$ cat src/sv/rtt_pkg.sv
// ============================================================================
// rtt_pkg
// shared constants for the receive timestamp ring tracker
// ============================================================================
`default_nettype none

package rtt_pkg;

   // field widths
   localparam int unsigned TIME_W   = 63;
   localparam int unsigned CTR_W    = 64;
   localparam int unsigned LEN_W    = 13;
   localparam int unsigned IDX_W    = 24;
   localparam int unsigned RING_W   = 25;
   localparam int unsigned JIT_W    = 8;
   localparam int unsigned PRE_W    = 32;
   localparam int unsigned SEEN_W   = 33;
   localparam int unsigned CSR_W    = 32;
   localparam int unsigned CSR_A_W  = 2;

   // largest block length and the largest value the length field holds
   localparam int unsigned MAX_BLOCK_DEF = 4096;
   localparam int unsigned LEN_FIELD_MAX = 8191;

   // register indexes
   localparam logic [CSR_A_W-1:0] REG_RING_LENGTH   = 2'd0;
   localparam logic [CSR_A_W-1:0] REG_JITTER_WINDOW = 2'd1;
   localparam logic [CSR_A_W-1:0] REG_PRESTREAM     = 2'd2;
   localparam logic [CSR_A_W-1:0] REG_NOTIFY_PERIOD = 2'd3;

   // register reset values
   localparam logic [RING_W-1:0] RING_RESET   = 25'd65536;
   localparam logic [JIT_W-1:0]  JITTER_RESET = 8'd1;

   // ring length limits
   localparam logic [RING_W-1:0] RING_MIN = 25'd8;
   localparam logic [RING_W-1:0] RING_MAX = 25'd16777216;

   // samples seen saturates here
   localparam logic [SEEN_W-1:0] SEEN_MAX = {SEEN_W{1'b1}};

endpackage

`default_nettype wire

$ cat src/sv/rx_timestamp_ring_tracker.sv
// ============================================================================
// rx_timestamp_ring_tracker
// bit-serial sample counter tracking, ring index and publish/notify logic
// ============================================================================
// sequence: an accepted item passes the bit-serial subtract/add/compare/modulo
//   of the 64-bit datapath, a load step, the next-index modulo and a finish
//   step; a new item is taken only once the last result has been committed
// reset: synchronous, active high; registers return to their defaults and
//   the counter, samples seen, notify time and published time clear to zero
`default_nettype none

module rx_timestamp_ring_tracker
   import rtt_pkg::*;
#(
   parameter int unsigned MAX_BLOCK = MAX_BLOCK_DEF
) (
   input  wire logic                 clock,
   input  wire logic                 reset,
   // input items
   input  wire logic                 req_tvalid,
   output      logic                 req_tready,
   input  wire logic [79:0]          req_tdata,   // first_sample_time, block_len
   // result items
   output      logic                 rsp_tvalid,
   input  wire logic                 rsp_tready,
   output      logic [127:0]         rsp_tdata,   // write_index, wrap_count,
                                                  // next_index, published_time
   output      logic [2:0]           rsp_tuser,   // resynced, published, notify
   // configuration writes
   input  wire logic                 csr_we,
   input  wire logic [CSR_A_W-1:0]   csr_addr,
   input  wire logic [CSR_W-1:0]     csr_wdata
);

   // block length cap, the field itself cannot exceed 8191
   localparam logic [LEN_W-1:0] LEN_CAP = (MAX_BLOCK > LEN_FIELD_MAX) ?
                                          LEN_W'(LEN_FIELD_MAX) : LEN_W'(MAX_BLOCK);

   // sequencer states
   localparam logic [2:0] ST_IDLE  = 3'd0;
   localparam logic [2:0] ST_RUN_A = 3'd1;   // serial subtract/add/compare/modulo pass
   localparam logic [2:0] ST_LOAD  = 3'd2;   // resync decision, next-index setup
   localparam logic [2:0] ST_RUN_B = 3'd3;   // next-index modulo
   localparam logic [2:0] ST_DONE  = 3'd4;   // commit and hand over the result

   localparam logic [5:0] LAST_A = 6'd63;
   localparam logic [5:0] LAST_B = 6'd24;

   // ------------------------------------------------------------------------
   // registers
   // ------------------------------------------------------------------------
   logic [2:0]          state_ff,   state_in;
   logic [5:0]          cnt_ff,     cnt_in;

   // configuration
   logic [RING_W-1:0]   ring_ff,    ring_in;
   logic [JIT_W-1:0]    jit_ff,     jit_in;
   logic [PRE_W-1:0]    pre_ff,     pre_in;
   logic [RING_W-1:0]   per_ff,     per_in;

   // tracker state
   logic [CTR_W-1:0]    ctr_ff,     ctr_in;
   logic [SEEN_W-1:0]   seen_ff,    seen_in;
   logic [CTR_W-1:0]    nnt_ff,     nnt_in;
   logic [CTR_W-1:0]    lpub_ff,    lpub_in;

   // serial working registers
   // c_* follows the kept counter, h_* the hardware time (resync candidate)
   logic [CTR_W-1:0]    c_lsb_ff,   c_lsb_in;   // lsb first, refills with counter+len
   logic [CTR_W-1:0]    h_lsb_ff,   h_lsb_in;   // lsb first, refills with time+len
   logic [CTR_W-1:0]    c_msb_ff,   c_msb_in;   // msb first into the modulo
   logic [CTR_W-1:0]    h_msb_ff,   h_msb_in;
   logic [CTR_W-1:0]    nnt_sh_ff,  nnt_sh_in;
   logic [CTR_W-1:0]    s2c_ff,     s2c_in;     // counter+len+period
   logic [CTR_W-1:0]    s2h_ff,     s2h_in;
   logic [RING_W-1:0]   per_sh_ff,  per_sh_in;
   logic [LEN_W-1:0]    len_sh_ff,  len_sh_in;
   logic [LEN_W-1:0]    len_ff,     len_in;
   logic                dcy_ff,     dcy_in;     // carry of counter - time
   logic                cc_ff,      cc_in;
   logic                ch_ff,      ch_in;
   logic                cc2_ff,     cc2_in;
   logic                ch2_ff,     ch2_in;
   logic                gec_ff,     gec_in;     // new counter >= notify time
   logic                geh_ff,     geh_in;
   logic [7:0]          dlo_ff,     dlo_in;     // low byte of the difference
   logic                hz_ff,      hz_in;      // upper difference bits all zero
   logic                ho_ff,      ho_in;      // upper difference bits all one
   logic [IDX_W-1:0]    rc_ff,      rc_in;      // counter mod ring
   logic [IDX_W-1:0]    rh_ff,      rh_in;      // time mod ring
   logic [IDX_W-1:0]    rk_ff,      rk_in;      // 2^64 mod ring
   logic [IDX_W-1:0]    rn_ff,      rn_in;      // next index remainder
   logic [RING_W-1:0]   v_ff,       v_in;
   logic                resync_ff,  resync_in;
   logic [IDX_W-1:0]    start_ff,   start_in;
   logic [LEN_W-1:0]    wrap_ff,    wrap_in;

   // result register
   logic                rsp_valid_ff, rsp_valid_in;
   logic [127:0]        rsp_data_ff,  rsp_data_in;
   logic [2:0]          rsp_user_ff,  rsp_user_in;

   // ------------------------------------------------------------------------
   // combinational helpers
   // ------------------------------------------------------------------------
   logic [RING_W-1:0]   ring_eff;
   logic [LEN_W-1:0]    req_len;
   logic [LEN_W-1:0]    req_len_lim;
   logic [TIME_W-1:0]   req_time;

   // serial bits
   logic                cb, hb, lb, pb, nb;
   logic                db, scb, shb, s2cb, s2hb;
   logic [RING_W-1:0]   tc, th, tk, tn;

   // load stage
   logic                in_window;
   logic                res_dec;
   logic [IDX_W-1:0]    start_dec;
   logic                ovf_dec;
   logic [8:0]          lo_sum;
   logic [25:0]         sl_sum;
   logic [25:0]         t_adj;
   logic [25:0]         v_full;

   // finish stage
   logic                commit;
   logic [CTR_W-1:0]    new_ctr;
   logic                ge_sel;
   logic [CTR_W-1:0]    s2_sel;
   logic [SEEN_W:0]     seen_sum;
   logic [SEEN_W-1:0]   seen_new;
   logic                pub;
   logic                note;
   logic [CTR_W-1:0]    lpub_new;

   assign req_time    = req_tdata[TIME_W-1:0];
   assign req_len     = req_tdata[TIME_W+LEN_W-1:TIME_W];
   assign req_len_lim = (req_len > LEN_CAP) ? LEN_CAP : req_len;

   // ring length clamped to its legal range
   always_comb begin
      if (ring_ff < RING_MIN) begin
         ring_eff = RING_MIN;
      end else if (ring_ff > RING_MAX) begin
         ring_eff = RING_MAX;
      end else begin
         ring_eff = ring_ff;
      end
   end

   // one bit of every serial operand per cycle
   assign cb = c_lsb_ff[0];
   assign hb = h_lsb_ff[0];
   assign lb = len_sh_ff[0];
   assign pb = per_sh_ff[0];
   assign nb = nnt_sh_ff[0];

   // counter - time as counter + ~time + 1
   assign db   = cb ^ ~hb ^ dcy_ff;
   assign scb  = cb ^ lb ^ cc_ff;
   assign shb  = hb ^ lb ^ ch_ff;
   assign s2cb = scb ^ pb ^ cc2_ff;
   assign s2hb = shb ^ pb ^ ch2_ff;

   // restoring modulo steps, one dividend bit each
   assign tc = {rc_ff, c_msb_ff[CTR_W-1]};
   assign th = {rh_ff, h_msb_ff[CTR_W-1]};
   assign tk = {rk_ff, 1'b0};
   assign tn = {rn_ff, v_ff[RING_W-1]};

   // jitter window: diff in [0, J] or diff in [2^64 - J, 2^64 - 1]
   assign lo_sum    = {1'b0, dlo_ff} + {1'b0, jit_ff};
   assign in_window = (hz_ff && (dlo_ff <= jit_ff)) || (ho_ff && lo_sum[8]);
   assign res_dec   = !in_window;
   assign start_dec = res_dec ? rh_ff : rc_ff;
   assign ovf_dec   = res_dec ? ch_ff : cc_ff;      // carry out of the 64-bit add

   // next index from the start index: subtract 2^64 mod ring on counter wrap
   assign sl_sum = {2'b00, start_dec} + {13'd0, len_ff};
   assign t_adj  = sl_sum - (ovf_dec ? {2'b00, rk_ff} : 26'd0);
   assign v_full = t_adj[25] ? (t_adj + {1'b0, ring_eff}) : t_adj;

   assign commit   = (state_ff == ST_DONE) && (!rsp_valid_ff || rsp_tready);
   assign new_ctr  = resync_ff ? h_lsb_ff : c_lsb_ff;
   assign ge_sel   = resync_ff ? geh_ff : gec_ff;
   assign s2_sel   = resync_ff ? s2h_ff : s2c_ff;
   assign seen_sum = {1'b0, seen_ff} + {{(SEEN_W+1-LEN_W){1'b0}}, len_ff};
   assign seen_new = seen_sum[SEEN_W] ? SEEN_MAX : seen_sum[SEEN_W-1:0];
   assign pub      = seen_new > {1'b0, pre_ff};
   assign note     = pub && ge_sel;
   assign lpub_new = pub ? new_ctr : lpub_ff;

   // ------------------------------------------------------------------------
   // next state
   // ------------------------------------------------------------------------
   always_comb begin
      state_in   = state_ff;
      cnt_in     = cnt_ff;
      ring_in    = ring_ff;
      jit_in     = jit_ff;
      pre_in     = pre_ff;
      per_in     = per_ff;
      ctr_in     = ctr_ff;
      seen_in    = seen_ff;
      nnt_in     = nnt_ff;
      lpub_in    = lpub_ff;
      c_lsb_in   = c_lsb_ff;
      h_lsb_in   = h_lsb_ff;
      c_msb_in   = c_msb_ff;
      h_msb_in   = h_msb_ff;
      nnt_sh_in  = nnt_sh_ff;
      s2c_in     = s2c_ff;
      s2h_in     = s2h_ff;
      per_sh_in  = per_sh_ff;
      len_sh_in  = len_sh_ff;
      len_in     = len_ff;
      dcy_in     = dcy_ff;
      cc_in      = cc_ff;
      ch_in      = ch_ff;
      cc2_in     = cc2_ff;
      ch2_in     = ch2_ff;
      gec_in     = gec_ff;
      geh_in     = geh_ff;
      dlo_in     = dlo_ff;
      hz_in      = hz_ff;
      ho_in      = ho_ff;
      rc_in      = rc_ff;
      rh_in      = rh_ff;
      rk_in      = rk_ff;
      rn_in      = rn_ff;
      v_in       = v_ff;
      resync_in  = resync_ff;
      start_in   = start_ff;
      wrap_in    = wrap_ff;
      rsp_data_in = rsp_data_ff;
      rsp_user_in = rsp_user_ff;
      rsp_valid_in = rsp_valid_ff && !rsp_tready;

      // register writes, only while idle; the user is bound to this, the block itself does not enforce it
      if (csr_we) begin
         case (csr_addr)
            REG_RING_LENGTH:   ring_in = csr_wdata[RING_W-1:0];
            REG_JITTER_WINDOW: jit_in  = csr_wdata[JIT_W-1:0];
            REG_PRESTREAM:     pre_in  = csr_wdata[PRE_W-1:0];
            REG_NOTIFY_PERIOD: per_in  = csr_wdata[RING_W-1:0];
            default: ;
         endcase
      end

      case (state_ff)
         ST_IDLE: begin
            if (req_tvalid) begin
               // load the serial copies and seed the carries
               c_lsb_in  = ctr_ff;
               h_lsb_in  = {1'b0, req_time};
               c_msb_in  = ctr_ff;
               h_msb_in  = {1'b0, req_time};
               nnt_sh_in = nnt_ff;
               per_sh_in = per_ff;
               len_sh_in = req_len_lim;
               len_in    = req_len_lim;
               dcy_in    = 1'b1;
               cc_in     = 1'b0;
               ch_in     = 1'b0;
               cc2_in    = 1'b0;
               ch2_in    = 1'b0;
               gec_in    = 1'b1;
               geh_in    = 1'b1;
               hz_in     = 1'b1;
               ho_in     = 1'b1;
               rc_in     = '0;
               rh_in     = '0;
               rk_in     = IDX_W'(1);
               cnt_in    = '0;
               state_in  = ST_RUN_A;
            end
         end

         ST_RUN_A: begin
            // difference, its low byte and the upper-bit flags
            dcy_in = (cb & ~hb) | (dcy_ff & (cb ^ ~hb));
            if (cnt_ff < 6'd8) begin
               dlo_in = {db, dlo_ff[7:1]};
            end else begin
               hz_in = hz_ff & ~db;
               ho_in = ho_ff & db;
            end

            // both candidates advanced by the block length, refilled in place
            cc_in    = (cb & lb) | (cc_ff & (cb ^ lb));
            ch_in    = (hb & lb) | (ch_ff & (hb ^ lb));
            c_lsb_in = {scb, c_lsb_ff[CTR_W-1:1]};
            h_lsb_in = {shb, h_lsb_ff[CTR_W-1:1]};

            // candidate notify times
            cc2_in = (scb & pb) | (cc2_ff & (scb ^ pb));
            ch2_in = (shb & pb) | (ch2_ff & (shb ^ pb));
            s2c_in = {s2cb, s2c_ff[CTR_W-1:1]};
            s2h_in = {s2hb, s2h_ff[CTR_W-1:1]};

            // unsigned compare, the highest differing bit decides
            if (scb != nb) begin
               gec_in = scb;
            end
            if (shb != nb) begin
               geh_in = shb;
            end

            len_sh_in = {1'b0, len_sh_ff[LEN_W-1:1]};
            per_sh_in = {1'b0, per_sh_ff[RING_W-1:1]};
            nnt_sh_in = {1'b0, nnt_sh_ff[CTR_W-1:1]};

            // modulo of both candidates and of 2^64
            c_msb_in = {c_msb_ff[CTR_W-2:0], 1'b0};
            h_msb_in = {h_msb_ff[CTR_W-2:0], 1'b0};
            rc_in = (tc >= ring_eff) ? IDX_W'(tc - ring_eff) : tc[IDX_W-1:0];
            rh_in = (th >= ring_eff) ? IDX_W'(th - ring_eff) : th[IDX_W-1:0];
            rk_in = (tk >= ring_eff) ? IDX_W'(tk - ring_eff) : tk[IDX_W-1:0];

            cnt_in = cnt_ff + 6'd1;
            if (cnt_ff == LAST_A) begin
               state_in = ST_LOAD;
            end
         end

         ST_LOAD: begin
            resync_in = res_dec;
            start_in  = start_dec;
            wrap_in   = (sl_sum > {1'b0, ring_eff}) ?
                        LEN_W'(sl_sum - {1'b0, ring_eff}) : '0;
            v_in      = v_full[RING_W-1:0];
            rn_in     = '0;
            cnt_in    = '0;
            state_in  = ST_RUN_B;
         end

         ST_RUN_B: begin
            v_in   = {v_ff[RING_W-2:0], 1'b0};
            rn_in  = (tn >= ring_eff) ? IDX_W'(tn - ring_eff) : tn[IDX_W-1:0];
            cnt_in = cnt_ff + 6'd1;
            if (cnt_ff == LAST_B) begin
               state_in = ST_DONE;
            end
         end

         ST_DONE: begin
            if (commit) begin
               ctr_in  = new_ctr;
               seen_in = seen_new;
               lpub_in = lpub_new;
               if (note) begin
                  nnt_in = s2_sel;
               end
               rsp_valid_in = 1'b1;
               rsp_data_in  = {4'd0, lpub_new[TIME_W-1:0], rn_ff, wrap_ff, start_ff};
               rsp_user_in  = {note, pub, resync_ff};
               state_in     = ST_IDLE;
            end
         end

         default: begin
            state_in = ST_IDLE;
         end
      endcase
   end

   // ------------------------------------------------------------------------
   // registers
   // ------------------------------------------------------------------------
   always_ff @(posedge clock) begin
      if (reset) begin
         state_ff     <= ST_IDLE;
         cnt_ff       <= '0;
         ring_ff      <= RING_RESET;
         jit_ff       <= JITTER_RESET;
         pre_ff       <= '0;
         per_ff       <= '0;
         ctr_ff       <= '0;
         seen_ff      <= '0;
         nnt_ff       <= '0;
         lpub_ff      <= '0;
         rsp_valid_ff <= 1'b0;
      end else begin
         state_ff     <= state_in;
         cnt_ff       <= cnt_in;
         ring_ff      <= ring_in;
         jit_ff       <= jit_in;
         pre_ff       <= pre_in;
         per_ff       <= per_in;
         ctr_ff       <= ctr_in;
         seen_ff      <= seen_in;
         nnt_ff       <= nnt_in;
         lpub_ff      <= lpub_in;
         rsp_valid_ff <= rsp_valid_in;
      end
   end

   // datapath, no reset needed
   always_ff @(posedge clock) begin
      c_lsb_ff    <= c_lsb_in;
      h_lsb_ff    <= h_lsb_in;
      c_msb_ff    <= c_msb_in;
      h_msb_ff    <= h_msb_in;
      nnt_sh_ff   <= nnt_sh_in;
      s2c_ff      <= s2c_in;
      s2h_ff      <= s2h_in;
      per_sh_ff   <= per_sh_in;
      len_sh_ff   <= len_sh_in;
      len_ff      <= len_in;
      dcy_ff      <= dcy_in;
      cc_ff       <= cc_in;
      ch_ff       <= ch_in;
      cc2_ff      <= cc2_in;
      ch2_ff      <= ch2_in;
      gec_ff      <= gec_in;
      geh_ff      <= geh_in;
      dlo_ff      <= dlo_in;
      hz_ff       <= hz_in;
      ho_ff       <= ho_in;
      rc_ff       <= rc_in;
      rh_ff       <= rh_in;
      rk_ff       <= rk_in;
      rn_ff       <= rn_in;
      v_ff        <= v_in;
      resync_ff   <= resync_in;
      start_ff    <= start_in;
      wrap_ff     <= wrap_in;
      rsp_data_ff <= rsp_data_in;
      rsp_user_ff <= rsp_user_in;
   end

   // a new item can enter while the last result still waits in the output register
   assign req_tready = (state_ff == ST_IDLE);
   assign rsp_tvalid = rsp_valid_ff;
   assign rsp_tdata  = rsp_data_ff;
   assign rsp_tuser  = rsp_user_ff;

endmodule

`default_nettype wire

$ cat config.mk
export PLATFORM = sky130hd
export DESIGN_NAME = rx_timestamp_ring_tracker
export DESIGN_NICKNAME = d
export VERILOG_FILES = /design/src/sv/rtt_pkg.sv /design/src/sv/rx_timestamp_ring_tracker.sv
export SDC_FILE = /design/constraint.sdc
export NUM_CORES = 2
export LEC_CHECK = 0
export BUFFER_PORTS_ARGS = -buffer_cell sky130_fd_sc_hd__buf_2
export CAP_MARGIN = 20
export CORE_MARGIN = 8
export CORE_UTILIZATION = 60
export CTS_BUF_LIST = sky130_fd_sc_hd__clkbuf_8
export DETAILED_ROUTE_END_ITERATION = 8
export HOLD_SLACK_MARGIN = 0.05
export MAX_ROUTING_LAYER = met4
export PLACE_DENSITY = 0.89
export SLEW_MARGIN = 30
export SYNTH_ARGS = -nofsm -noshare
export SYNTH_HDL_FRONTEND = slang
export SYNTH_SLANG_ARGS = --single-unit
$ cat constraint.sdc
create_clock -name clock -period 12.7 [get_ports clock]
set_input_delay 1.27 -clock clock [delete_from_list [all_inputs] [get_ports clock]]
set_output_delay 1.27 -clock clock [all_outputs]
set_load 0.03 [all_outputs]
-- After elaboration in Yosys (flattened, before gate mapping)
Cells that the tools add are included.
- bits in registers: 1126
- bits of input ports: 119
- word-level logic and storage cells: 199
- $add $sub $neg: 11
- magnitude comparators: 11
- equal/unequal tests: 18
- muxes and demuxes: 59
- bitwise operators: 29
- reductions and logical operators: 30
- operator list (operator ; number):
    $pmux 64 s2 ; 5
    $mux 64 ; 5
    $mux 24 ; 8
    $pmux 24 s2 ; 4
    $ge 25x25->1 ; 4
    $mux 25 ; 4
    $pmux 25 s2 ; 2
    $sub 24x24->24 ; 4
    $mux 63 ; 1
    $add 33x13->34 ; 1
    $gt 33x32->1 ; 1
    $mux 33 ; 1
    $mux 13 ; 2
    $pmux 13 s2 ; 1
    $sub 25x24->26 ; 1
    $add 24x13->25 ; 1
    $add 25x25->25 ; 1
    $gt 25x25->1 ; 1
    $gt 25x25->1 const B ; 1
    $lt 25x4->1 const B ; 1
    $pmux 1 s2 ; 9
    $pmux 6 s3 ; 1
    $reduce_and 2->1 ; 9
    $pmux 3 s5 ; 1
    32 further kinds ; 89

-- Depth between registers and ports, before layout
- depth in word-level cells: 9
- gate-level depth with buffers: 42
- mapped depth without buffers: 38

-- Worst setup path before layout
OpenSTA, ideal clock, no wires.
- path type: reg-to-reg
- start: register state_ff[2]
- end: register c_lsb_ff[0] (enable)
- setup time: 0.782 ns
- data arrival time: 10.280 ns
- data required time: 11.918 ns
- slack: 1.639 ns
- cell stages (with the launch flop): 7
- path buffers: 1
- clock period less this slack: 11.061 ns
- cells stage by stage: dfxtp_1 > clkbuf_1 > nor3_1 > nand2_1 > inv_1 > nor2_1 > inv_1
- cells in the longest elaborated chain, start to end: 3
- elaborated cells between the ends (all ways): 5
- classes of those cells: eq/ne: 2; reduce/logical: 3
- ends and longest elaborated chain (what ; line ; source):
    from (decl) ; rx_timestamp_ring_tracker.sv:52 ; logic [2:0] state_ff, state_in;
    from (signal assigned) ; rx_timestamp_ring_tracker.sv:385 ; state_ff <= state_in;
    $logic_not 3->1 (*) ; -- ;
    named net req_tready ; rx_timestamp_ring_tracker.sv:21 ; output logic req_tready,
    $ne 2x2->1 (no source line) / $reduce_bool 2->1 (equally long branches) ; -- ;
    $reduce_and 2->1 (no source line) (*) ; -- ;
    to (signal assigned) ; rx_timestamp_ring_tracker.sv:401 ; c_lsb_ff <= c_lsb_in;
    to (decl) ; rx_timestamp_ring_tracker.sv:69 ; logic [CTR_W-1:0] c_lsb_ff, c_lsb_in;
Mark *: on every way through the listed nets, which the timed path passes. The rest lies on a longest branch.
A chain may end at the register's enable or synchronous reset.

-- Final worst setup path
- start: register dlo_ff[1]
- end: register v_ff[24] (data pin)
- cells in the longest elaborated chain, start to end: 9
- elaborated cells between the ends (all ways): 13
- classes of those cells: add/sub: 4; order compare: 1; mux: 5; reduce/logical: 3
- ends and longest elaborated chain (what ; line ; source):
    from (decl) ; rx_timestamp_ring_tracker.sv:86 ; logic [7:0] dlo_ff, dlo_in;
    from (signal assigned) ; rx_timestamp_ring_tracker.sv:418 ; dlo_ff <= dlo_in;
    $add 8x8->9 / $le 8x8->1 (equally long branches) ; rx_timestamp_ring_tracker.sv:173, rx_timestamp_ring_tracker.sv:174 ;
    $logic_and 1x1->1 ; rx_timestamp_ring_tracker.sv:174 ; assign in_window = (hz_ff && (dlo_ff <= jit_ff)) || (ho_ff && lo_sum[8]);
    $logic_or 1x1->1 (*) ; rx_timestamp_ring_tracker.sv:174 ;
    $mux 24 (*) ; rx_timestamp_ring_tracker.sv:176 ; assign start_dec = res_dec ? rh_ff : rc_ff;
    named net start_dec[0] ; rx_timestamp_ring_tracker.sv:119 ; logic [IDX_W-1:0] start_dec;
    $add 24x13->25 (*) ; rx_timestamp_ring_tracker.sv:180 ; assign sl_sum = {2'b00, start_dec} + {13'd0, len_ff};
    $sub 25x24->26 (*) ; rx_timestamp_ring_tracker.sv:181 ; assign t_adj = sl_sum - (ovf_dec ? {2'b00, rk_ff} : 26'd0);
    $add 25x25->25 ; rx_timestamp_ring_tracker.sv:182 ; assign v_full = t_adj[25] ? (t_adj + {1'b0, ring_eff}) : t_adj;
    $mux 25 (*) ; rx_timestamp_ring_tracker.sv:182 ;
    $pmux 25 s2 (*) ; rx_timestamp_ring_tracker.sv:251 ; case (state_ff)
    named net v_in[24] ; rx_timestamp_ring_tracker.sv:93 ; logic [RING_W-1:0] v_ff, v_in;
    to (signal assigned) ; rx_timestamp_ring_tracker.sv:425 ; v_ff <= v_in;
    to (decl) ; rx_timestamp_ring_tracker.sv:93 ;
Marked as above.

==> impl_metrics.toml <==
[status]
status = "complete, no violations"

[critical_path]
crit_type = "register to register"
cp-end-kind = "register"
crit_arrival_ns = 10.45
worstPathRequired_ns = 13.30
rrSetupSlack_ns = 2.85
critPathLaunchType = "register"
slowest_delay_ns = 0.89
cp_max_fo = 13
crit_slowest_cell = "a221oi_4"
r2r_start = "dlo_ff[1]"
cp-startpoint = "dlo_ff[1]"

[detailed_routing]
antenna_left = 0
drc_errors = 0
wl_microns = 138000
vias = 40890
drt_iter0_markers = 4194
wl_per_cell_microns = 20.3
drt_first_pass_iters = 9
via_per_inst = 6.00

[placed_design]
dp.cells = 6488
port_buffers = 243
routabilityCongestion = 0.984
dpl.hpwl_microns = 89000

[layout]
areaGrowthSynthToFinish_pct = 10.5
drive_gt1_share_pct = 10.6
nFillCells = 6416
fin_util_pct = 66.6
final_cell_count_no_fill = 6816
ff_latch_area_sq_um = 30600
multi_input_area_sq_um = 22500
nets = 5863

[min_path]
hold_path.class = "register to register"
worstHoldStart = "start_ff[0]"

[yosys]
synthArstFlopShare_pct = 0
synthAdderAreaFrac_pct = 6.20
synth-edff-count = 802
yosysMostFrequentCell = "nand2_1"
yosys_warnings = 0
synth_cells = 5268
synth.area.mux_share_pct = 6.24
synth_top_family_by_area = "simple AND/OR/NAND/NOR gates"
syn_area_sq_um = 54900
synth-simple-area-share_pct = 14.8
yosys.cell_types.count = 84
synth_top_area_share_pct = 43.9
yosysSeqAreaShare_pct = 55.7
syn_area_per_cell_sq_um = 10.4
yosys.area_share.xor_xnor_pct = 2.83
ys.flop_type = "edfxtp_1"
synth_compound_area_share_pct = 10.6
ys_ff_latch = 1126
synth_top_area_cell = "edfxtp_1"
ys_top_cells_by_count = "nand2_1, edfxtp_1, nor2_1, dfxtp_1, a21oi_1"
yosys-top-cells-area = "edfxtp_1, dfxtp_1, nand2_1"

[timing]
fin_skew_ns = 0.0493
timing.fmax_mhz = 102
max_slew_margin_pct = 28.7
fin_crit_sh_pct = 77.5
setup_violations = 0
tns_ns = 0
period_needed_ns = 9.85
whs_ns = 0.417
hold_viol = 0
rsz0062_at_grt = "false"
slew_viol_final = 0
tightest_slew_ns = 1.07

[cts]
clkLatencyLatePin_ns = 0.89
cts-buffers-inserted = 176
postCtsSetupRepairBufs = 0
htree_levels = 4
cts_buffer_depth = 3
cts_num_sinks = 1126
ctsResizeCount = 0
clk_pin_slew_ns = 0.06
holdBufCountCts = 0
root_buffer = "clkbuf_8"
cts_tree = "yes"

[power]
ir_drop_uv = 136
leakage_uw = 0.0252
cellPowerDensity_nw_per_um2 = 188
p_total_uw = 11400

[grt]
grt_antenna_before_repair = 3
grt_pass1_vias = 39920
track_usage_pct = 27.0
grt-ovfl-total = 0
grt_pass1_wl_microns = 215000
grt_max_degree = 197

[floorplan]
core-area_sq_um = 91100
die_w_microns = 318
ioPinCount = 252
start_util_pct = 60.2
die-area_sq_um = 101000
rows = 111
dieHeight_microns = 318

[run]
drv_cap = 0
## final cells by class
class	count	share of cell area, %
clock buffers	197	4.47
flip-flops and latches	1126	50.4
inverters	253	1.61
repair buffers	284	2.73
multi-input cells	3641	37.0
well taps	1186	2.45
clock inverters	127	1.30
diodes	2	0.00825
## power breakdown
group	total [uW]	internal [uW]	switching, uW
sequential	4680	4480	197
combinational	3700	1450	2240
clock	3010	1510	1500
## metrics by stage
step,setup WS (ns),instance area (sq um)
finish,2.85,60600
CTS,2.98,60600
global placement,3.12,57000
floorplan,1.64,54900
global route,2.20,60600
detailed placement,3.04,57100
## flip-flops by register name, indices dropped and copies added (netlist names), 64 cells and up
register	cells
nnt_ff	64
h_lsb_ff	64
ctr_ff	64
s2h_ff	64
s2c_ff	64
h_msb_ff	64
c_msb_ff	64
rsp_tdata	124
c_lsb_ff	64
nnt_sh_ff	64
## cells in the final DEF, fill, tap and decap left out, types with 112 or more instances in the layout
| master | synthesis | routed |
|---|---|---|
| inv_1 | 252 | 328 |
| edfxtp_1 | 802 | 802 |
| ha_1 | 248 | 248 |
| buf_2 | 20 | 242 |
| clkbuf_8 | 0 | 197 |
| nor2_1 | 394 | 393 |
| a21oi_1 | 316 | 315 |
| xnor2_1 | 112 | 112 |
| nand2_1 | 1243 | 1243 |
| a211oi_1 | 223 | 223 |
| dfxtp_1 | 324 | 324 |
| mux2i_1 | 305 | 305 |
## worst max-delay path: cells and delay by family (launching register included)
kind,cells,cell delay (ns)
AOI/OAI and AO/OA,20,5.19
adders and majority gates,6,2.19
xor gates and xnor gates,3,0.43
and+or+nand+nor,6,1.33
DFF,1,0.42
## logic make-up after synthesis
family / after synthesis
and+or+nand+nor: 1963
DFF: 1126
AOI/OAI and AO/OA: 897
buffers and inverters: 504
muxes: 337
adders and majority gates: 264
xor gates and xnor gates: 176
other: 1
## final timing paths
kind,end,cells after the start
max reg2reg,v_ff[24],35
max,v_ff[24],35
min reg2reg,rsp_tdata[0],0
min,rsp_tdata[0],0
## metal layers
| metal | global-route usage (%) | routed length [microns] |
|---|---|---|
| met4 | 12.4 | 6210 |
| met5 | - | 0 |
| met1 | 34.1 | 54900 |
| met2 | 42.5 | 64900 |
| met3 | 5.11 | 12000 |
Power figures use the tool's default switching activity.
